File: src/sv/counter_priority_scheduler_top_defines.svh
// ----------------------------------------------------------------------------
// Assertion macros for the counter/priority scheduler
// Define ASSERT_OFF to compile all checks away.
// ----------------------------------------------------------------------------
`ifndef COUNTER_PRIORITY_SCHEDULER_TOP_DEFINES_SVH
`define COUNTER_PRIORITY_SCHEDULER_TOP_DEFINES_SVH

`ifndef ASSERT_OFF
// Check that is suspended while rst is high.
`define CSCHED_ASSERT(lbl, prop, msg) \
  lbl: assert property (@(posedge clk) disable iff (rst) prop) else $error(msg);
// Check that also holds during reset.
`define CSCHED_ASSERT_ALWAYS(lbl, prop, msg) \
  lbl: assert property (@(posedge clk) prop) else $error(msg);
`else
`define CSCHED_ASSERT(lbl, prop, msg)
`define CSCHED_ASSERT_ALWAYS(lbl, prop, msg)
`endif

`endif

File: src/sv/csched_pkg.sv
// ----------------------------------------------------------------------------
// csched_pkg
// Types and constants shared by the counter/priority scheduler modules.
// ----------------------------------------------------------------------------
package csched_pkg;

  // The slot field width fixes the size of the task table.
  localparam int SLOT_W = 4;
  localparam int TASKS  = 2 ** SLOT_W;
  localparam int CNT_W  = 8;
  localparam int PRIO_W = 7;
  localparam int TIME_W = 32;

  localparam logic [2:0] CMD_CREATE = 3'd0;
  localparam logic [2:0] CMD_SLEEP  = 3'd1;
  localparam logic [2:0] CMD_EXIT   = 3'd2;
  localparam logic [2:0] CMD_TICK   = 3'd3;
  localparam logic [2:0] CMD_PICK   = 3'd4;

  localparam logic [1:0] STAT_RUN   = 2'd0;
  localparam logic [1:0] STAT_SLEEP = 2'd1;
  localparam logic [1:0] STAT_EXIT  = 2'd2;

  typedef struct packed {
    logic [2:0]        command;
    logic [SLOT_W-1:0] slot;
    logic [PRIO_W-1:0] prio;
    logic [TIME_W-1:0] now_ms;
    logic [TIME_W-1:0] wake_at;
  } csched_item_t;

  typedef struct packed {
    logic [SLOT_W-1:0] next_slot;
    logic              switched;
    logic              none_runnable;
  } csched_result_t;

  // One task table entry as held in the memory.
  typedef struct packed {
    logic [1:0]        status;
    logic [CNT_W-1:0]  counter;
    logic [PRIO_W-1:0] prio;
    logic [TIME_W-1:0] wakeup;
  } csched_entry_t;

  localparam int ENTRY_W = $bits(csched_entry_t);

endpackage

File: src/sv/csched_ram.sv
// ----------------------------------------------------------------------------
// csched_ram
// Simple dual-port synchronous RAM: one write port and one read port with a
// registered read.
// ----------------------------------------------------------------------------
module csched_ram #(
  parameter int DEPTH  = 16,
  parameter int WIDTH  = 8,
  parameter int ADDR_W = $clog2(DEPTH)
) (
  input  logic              clk,
  input  logic              wr_en,
  input  logic [ADDR_W-1:0] wr_addr,
  input  logic [WIDTH-1:0]  wr_data,
  input  logic              rd_en,
  input  logic [ADDR_W-1:0] rd_addr,
  output logic [WIDTH-1:0]  rd_data
);

  logic [WIDTH-1:0] mem [DEPTH];

  always_ff @(posedge clk) begin
    if (wr_en) begin
      mem[wr_addr] <= wr_data;
    end
  end

  always_ff @(posedge clk) begin
    if (rd_en) begin
      rd_data <= mem[rd_addr];
    end
  end

endmodule

File: src/sv/counter_priority_scheduler_top.sv
// ----------------------------------------------------------------------------
// counter_priority_scheduler_top
// Counter/priority task scheduler with the task table held in a RAM.
// ----------------------------------------------------------------------------
// Usage:
//   A command transfer is taken on a rising edge with start high and busy
//   low; item carries command, slot, prio, now_ms and wake_at. Every command
//   gives exactly one result on result, marked by done for a single cycle.
//   The receiver cannot hold results off.
//   Create, exit, unused codes and a tick without a pick need no scan; a
//   pick adds a scan of all TASKS entries and, when the best counter is
//   zero, a recompute scan of the same length. The scan length is set by
//   the single read port of the task RAM: each scan reads one entry a
//   cycle and writes it back in the cycle after.
//   One command is in flight at a time; busy is high until done is shown,
//   and a new command may be started in the cycle that done is high.
//   Reset clears the valid bits and the current slot; the RAM is not cleared
//   because an entry is used only after a create has written it.
// ----------------------------------------------------------------------------
`include "counter_priority_scheduler_top_defines.svh"

module counter_priority_scheduler_top
  import csched_pkg::*;
(
  input  logic           clk,
  input  logic           rst,
  input  logic           start,
  output logic           busy,
  input  csched_item_t   item,
  output logic           done,
  output csched_result_t result
);

  typedef enum logic [4:0] {
    S_IDLE   = 5'b00001,
    S_ACCESS = 5'b00010,
    S_MODIFY = 5'b00100,
    S_SCAN   = 5'b01000,
    S_RECALC = 5'b10000
  } state_t;

  state_t              state;
  csched_item_t        req;
  logic [SLOT_W-1:0]   cur_slot;
  logic [TASKS-1:0]    valid;
  logic [SLOT_W:0]     scan_idx;
  logic                p_vld;
  logic [SLOT_W-1:0]   p_idx;
  logic                best_found;
  logic [SLOT_W-1:0]   best_idx;
  logic [CNT_W-1:0]    best_cnt;

  logic                ram_wr_en;
  logic [SLOT_W-1:0]   ram_wr_addr;
  csched_entry_t       ram_wr_entry;
  logic                ram_rd_en;
  logic [SLOT_W-1:0]   ram_rd_addr;
  logic [ENTRY_W-1:0]  ram_rd_data;
  csched_entry_t       rd_entry;

  logic [PRIO_W-1:0]   prio_eff;
  logic [CNT_W-1:0]    cnt_dec;
  logic [CNT_W-1:0]    cnt_recalc;
  logic [1:0]          wake_status;
  logic [CNT_W-1:0]    cand_cnt;
  logic                cand_run;
  logic                better;
  logic                pass_end;
  logic                cur_valid;

  logic                fin;
  csched_result_t      fin_res;
  logic                go_modify;
  logic                go_scan;
  logic                go_recalc;

  csched_ram #(
    .DEPTH (TASKS),
    .WIDTH (ENTRY_W)
  ) u_ram (
    .clk     (clk),
    .wr_en   (ram_wr_en),
    .wr_addr (ram_wr_addr),
    .wr_data (ram_wr_entry),
    .rd_en   (ram_rd_en),
    .rd_addr (ram_rd_addr),
    .rd_data (ram_rd_data)
  );

  assign rd_entry  = csched_entry_t'(ram_rd_data);
  assign busy      = (state != S_IDLE);
  assign cur_valid = valid[cur_slot];
  assign prio_eff  = (req.prio == '0) ? PRIO_W'(1) : req.prio;
  assign cnt_dec   = (rd_entry.counter != '0) ? rd_entry.counter - CNT_W'(1) : '0;
  assign cnt_recalc = {1'b0, rd_entry.prio} + {1'b0, rd_entry.counter[CNT_W-1:1]};
  assign wake_status = (rd_entry.status != STAT_EXIT && req.now_ms > rd_entry.wakeup) ?
                       STAT_RUN : rd_entry.status;
  assign pass_end  = (scan_idx == (SLOT_W + 1)'(TASKS)) && !p_vld;

  // Candidate from the entry that the scan pipeline returns this cycle.
  always_comb begin
    cand_run = 1'b0;
    cand_cnt = rd_entry.counter;
    if (state == S_SCAN) begin
      cand_run = p_vld && valid[p_idx] && (wake_status == STAT_RUN);
    end else if (state == S_RECALC) begin
      cand_run = p_vld && valid[p_idx] && (rd_entry.status == STAT_RUN);
      cand_cnt = cnt_recalc;
    end
    better = cand_run && (!best_found || cand_cnt > best_cnt);
  end

  // RAM port control and the next step of the sequencer.
  always_comb begin
    ram_rd_en    = 1'b0;
    ram_rd_addr  = (req.command == CMD_EXIT) ? req.slot : cur_slot;
    ram_wr_en    = 1'b0;
    ram_wr_addr  = ram_rd_addr;
    ram_wr_entry = rd_entry;
    fin          = 1'b0;
    fin_res      = '{next_slot: cur_slot, switched: 1'b0, none_runnable: 1'b0};
    go_modify    = 1'b0;
    go_scan      = 1'b0;
    go_recalc    = 1'b0;
    unique case (state)
      S_IDLE: begin
      end
      S_ACCESS: begin
        if (req.command == CMD_CREATE) begin
          ram_wr_en    = 1'b1;
          ram_wr_addr  = req.slot;
          ram_wr_entry = '{status: STAT_RUN, counter: {1'b0, prio_eff},
                           prio: prio_eff, wakeup: '0};
          fin          = 1'b1;
        end else if (req.command == CMD_PICK) begin
          go_scan = 1'b1;
        end else if (req.command == CMD_SLEEP || req.command == CMD_EXIT ||
                     req.command == CMD_TICK) begin
          ram_rd_en = 1'b1;
          go_modify = 1'b1;
        end else begin
          fin = 1'b1;
        end
      end
      S_MODIFY: begin
        if (req.command == CMD_SLEEP) begin
          ram_wr_en           = cur_valid;
          ram_wr_entry.status = STAT_SLEEP;
          ram_wr_entry.wakeup = req.wake_at;
          go_scan             = 1'b1;
        end else if (req.command == CMD_EXIT) begin
          ram_wr_en           = valid[req.slot];
          ram_wr_entry.status = STAT_EXIT;
          fin                 = 1'b1;
        end else begin
          ram_wr_en            = cur_valid;
          ram_wr_entry.counter = cnt_dec;
          if (!cur_valid || cnt_dec == '0) begin
            go_scan = 1'b1;
          end else begin
            fin = 1'b1;
          end
        end
      end
      S_SCAN, S_RECALC: begin
        ram_rd_en   = (scan_idx != (SLOT_W + 1)'(TASKS));
        ram_rd_addr = scan_idx[SLOT_W-1:0];
        ram_wr_en   = p_vld && valid[p_idx];
        ram_wr_addr = p_idx;
        if (state == S_SCAN) begin
          ram_wr_entry.status = wake_status;
        end else begin
          ram_wr_entry.counter = cnt_recalc;
        end
        if (pass_end) begin
          if (!best_found) begin
            fin     = 1'b1;
            fin_res = '{next_slot: '0, switched: 1'b1, none_runnable: 1'b1};
          end else if (state == S_SCAN && best_cnt == '0) begin
            go_recalc = 1'b1;
          end else begin
            fin     = 1'b1;
            fin_res = '{next_slot: best_idx, switched: 1'b1, none_runnable: 1'b0};
          end
        end
      end
      default: begin
      end
    endcase
  end

  always_ff @(posedge clk) begin
    if (rst) begin
      state    <= S_IDLE;
      valid    <= '0;
      cur_slot <= '0;
      done     <= 1'b0;
      p_vld    <= 1'b0;
    end else begin
      done  <= fin;
      p_vld <= ram_rd_en && (state == S_SCAN || state == S_RECALC);
      p_idx <= ram_rd_addr;
      if (better) begin
        best_found <= 1'b1;
        best_idx   <= p_idx;
        best_cnt   <= cand_cnt;
      end
      if ((state == S_SCAN || state == S_RECALC) && ram_rd_en) begin
        scan_idx <= scan_idx + (SLOT_W + 1)'(1);
      end
      if (state == S_IDLE && start) begin
        req   <= item;
        state <= S_ACCESS;
      end
      if (state == S_ACCESS && req.command == CMD_CREATE) begin
        valid[req.slot] <= 1'b1;
      end
      if (go_modify) begin
        state <= S_MODIFY;
      end
      // A new pass starts from slot zero with no best candidate.
      if (go_scan || go_recalc) begin
        scan_idx   <= '0;
        best_found <= 1'b0;
        state      <= go_scan ? S_SCAN : S_RECALC;
      end
      if (fin) begin
        result   <= fin_res;
        cur_slot <= fin_res.next_slot;
        state    <= S_IDLE;
      end
    end
  end

  `CSCHED_ASSERT_ALWAYS(a_done_idle, done |-> state == S_IDLE, "result shown while busy")
  `CSCHED_ASSERT(a_none_slot0,
                 done && result.none_runnable |-> result.switched && result.next_slot == '0,
                 "empty pick must give slot 0")
  `CSCHED_ASSERT(a_accept_busy, start && !busy |=> busy, "accepted command did not start")
  `CSCHED_ASSERT(a_cur_tracks, done |-> result.next_slot == cur_slot,
                 "current slot disagrees with result")
  `CSCHED_ASSERT(a_recalc_found, state == S_RECALC && pass_end |-> best_found,
                 "recompute found no runnable task")

endmodule

File: config.mk
export PLATFORM = sky130hd
export DESIGN_NAME = counter_priority_scheduler_top
export DESIGN_NICKNAME = d
export VERILOG_FILES = /design/src/sv/csched_pkg.sv /design/src/sv/csched_ram.sv /design/src/sv/counter_priority_scheduler_top.sv
export VERILOG_INCLUDE_DIRS = /design/src /design/src/sv
export SDC_FILE = /design/constraint.sdc
export NUM_CORES = 1
export LEC_CHECK = 0
export BUFFER_PORTS_ARGS = -buffer_cell sky130_fd_sc_hd__buf_4
export CAP_MARGIN = 20
export CORE_ASPECT_RATIO = 0.7
export CORE_MARGIN = 2
export CORE_UTILIZATION = 65
export CTS_BUF_LIST = sky130_fd_sc_hd__clkbuf_8
export DETAILED_ROUTE_END_ITERATION = 8
export MAX_ROUTING_LAYER = met4
export PLACE_DENSITY = 0.92
export SYNTH_ARGS = -nofsm -noshare
export SYNTH_HDL_FRONTEND = slang
export SYNTH_SLANG_ARGS = --single-unit
File: constraint.sdc
create_clock -name clk -period 10.6 [get_ports clk]
set_input_delay 2.12 -clock clk [delete_from_list [all_inputs] [get_ports clk]]
set_output_delay 2.12 -clock clk [all_outputs]
set_load 0.02 [all_outputs]
==> results.yml <==
status:
  status: "complete, no violations"
global_route:
  overflow: 0
  grtUsageMet3_pct: 7.19
  grt_busiest_layer: "met2"
  grt_pass1_wl_um: 137000
  grt_pass1_vias: 22596
  grt_max_degree: 122
  grt_use_met2_pct: 46.7
  grt_usage_pct: 30.8
  antenna_found_initial: 0
  met1_usage_pct: 41.1
yosys:
  synth_edf_count: 939
  synth_cells: 2313
  ys_ff_latch: 966
  synth_cell_types: 80
  yosysTopAreaCellShare_pct: 72.3
  synth_area_um2: 39000
  yosysWarnings: 0
  yosys.cell_count.top_type: "edfxtp_1"
  ys_seq_area_share_pct: 73.7
  syn_avg_cell_area_um2: 16.9
  synth_common_cells: "edfxtp_1, mux2i_1, o22ai_1, nand2_1, nor2_1"
  syn_nets: 2445
  ys_top_cells_by_area: "edfxtp_1, mux2i_1, o22ai_1, ha_1, dfxtp_1"
  synth_largest_area_cell: "edfxtp_1"
  synth_ff_type: "edfxtp_1"
  synthArstFlopShare_pct: 0
setup_path:
  startpoint_type: "register"
  rr_startpoint: "state[3]"
  end_kind: "register"
  critPathLaunch: "state[3]"
  crit_fanout: 58
  worst-setup-path-type: "register to register"
  cp_data_required_time_ns: 11.08
  arrival_ns: 5.01
final_layout:
  fin_area_um2: 42900
  n_antenna_cell: 0
  final_net_count: 2586
  synthToLayoutAreaGrowth_pct: 10.1
  drive_gt1_share_pct: 13.9
sta:
  fmax_mhz: 221
  timing.hold.ws_ns: 0.485
  tns_ns: 0
  min_period_ns: 4.53
  setup_viol: 0
  clock_skew_ns: 0.0471
  relSlewSlack_pct: 16.7
  final_max_slew_viol_count: 0
  rsz0062_at_grt: "false"
  setup_ws_ns: 6.07
  tightestPinTransition_ns: 1.24
  hold_violations: 0
  fin_crit_sh_pct: 42.7
floorplan:
  die-area_um2: 62000
  fp-row-count: 75
  start_util_pct: 65.5
  core_um2: 59600
  die_y_um: 209
  io_pins: 89
  die_w_um: 297
min_path:
  holdCritStartpoint: "valid[15]"
  hold_path.class: "register to register"
drt:
  post_drt_wl_per_cell_um: 27.7
  drt-initial-drc-count: 3175
  drt_first_pass_iters: 6
  vias_per_cell: 6.75
  totalWireLength_um: 93400
  ant_nets: 0
  num_vias: 22744
  drc_errors: 0
clock_network:
  clkTransAtPathRegs_ns: 0.06
  cts_root_buf: "clkbuf_8"
  numCtsBuffers: 140
  clk_latency_ns: 0.78
  post-cts-setup-buffers: 0
  cts_tree: "done"
  h-tree-depth: 4
  postCtsHoldBufs: 0
  clockBufferDepth: 3
  clock_sinks: 966
  cts-resized-gates: 0
placement:
  post-dp-hpwl_um: 46900
  pre_cts_slack_ns: 5.97
  gp_congestion: 0.919
  dpl_cell_area_um2: 40300
  port_buffers: 88
pwr:
  p_leak_nw: 16.8
  p_per_area_nw_per_um2: 168
  p_total_mw: 7.20
  ir_worst_vdd_mv: 0.139
flow_run:
  drv_cap: 0
-- path summary, 6_finish.rpt --
kind	endpoint	slack, ns	cells past startpoint
setup / recovery	u_ram.rd_data[24]	6.07	9
hold / removal	valid[15]	0.49	2
setup reg to reg	u_ram.rd_data[24]	6.07	9
hold reg to reg	valid[15]	0.49	2
-- flip-flops by register name, summed over array words and instances (netlist names) --
register / cells
u_ram.mem: 784
req: 78
u_ram.rd_data: 49
valid: 16
best_cnt: 8
result: 6
scan_idx: 5
state: 5
best_idx: 4
cur_slot: 4
p_idx: 4
best_found: 1
done: 1
p_vld: 1
-- worst max-delay path, stage by stage (launching register included) --
cell and delay [ns]:
dfxtp_1 0.60, xor2_2 0.38, nand2_2 0.29, o21ai_4 0.27, buf_4 0.80, buf_4 0.50, buf_16 0.35, mux2i_1 0.25
o22ai_1 0.10, or4_1 0.58
-- cells by family after synthesis --
kind of cell | Yosys count | synth area share (%)
buffers and inverters | 188 | 2.62
adders and majority gates | 51 | 1.66
and+or+nand+nor | 309 | 4.36
DFF | 966 | 73.7
AOI/OAI and AO/OA | 368 | 6.28
muxes | 418 | 11.1
xor gates and xnor gates | 13 | 0.330
-- placed cells by master (no fill, tap or decap), types with 11 or more instances in the layout --
| master | n |
|---|---|
| or4_1 | 51 |
| nor3_1 | 17 |
| dfxtp_1 | 27 |
| a31oi_1 | 14 |
| a21o_1 | 18 |
| mux2i_1 | 404 |
| nand4_1 | 13 |
| a22o_1 | 32 |
| o21ai_0 | 17 |
| nand2_1 | 65 |
| edfxtp_1 | 939 |
| nor2_1 | 63 |
| buf_4 | 122 |
| clkinv_2 | 11 |
| ha_1 | 50 |
| a21oi_1 | 35 |
| clkinv_1 | 34 |
| o22ai_1 | 197 |
| inv_1 | 101 |
| nand3_1 | 19 |
| clkbuf_8 | 143 |
-- stage by stage --
step,util (%),instances
floorplan,-,2313
global placement,67.6,3114
finish,72.1,3368
global route,72.1,3368
CTS,71.9,3362
detailed placement,67.6,3114
-- report_power, final --
group | switching (mW) | internal, mW | leakage, nW
Clock | 1.42 | 1.36 | 1.44
Sequential | 0.0214 | 4.18 | 8.68
Combinational | 0.126 | 0.0839 | 6.72
Total | 1.57 | 5.63 | 16.8
-- area by class of cell --
class                           count  area [µm²]
Clock inverter                    105         594
Inverter                           62         233
Multi-Input combinational cell   1159        9410
Fill cell                        3329       16700
Tap cell                          808        1010
Sequential cell                   966       28700
Clock buffer                      143        1970
Timing Repair Buffer              125         983
-- routing by layer --
| layer | wire length, µm | vias to the layer above |
|---|---|---|
| met2 | 44000 | 1716 |
| met5 | 0 | - |
| met3 | 12100 | 271 |
| li1 | - | 9535 |
| met4 | 2910 | 0 |
| met1 | 34400 | 11222 |
Note: power is estimated with default switching activity, not from simulation.
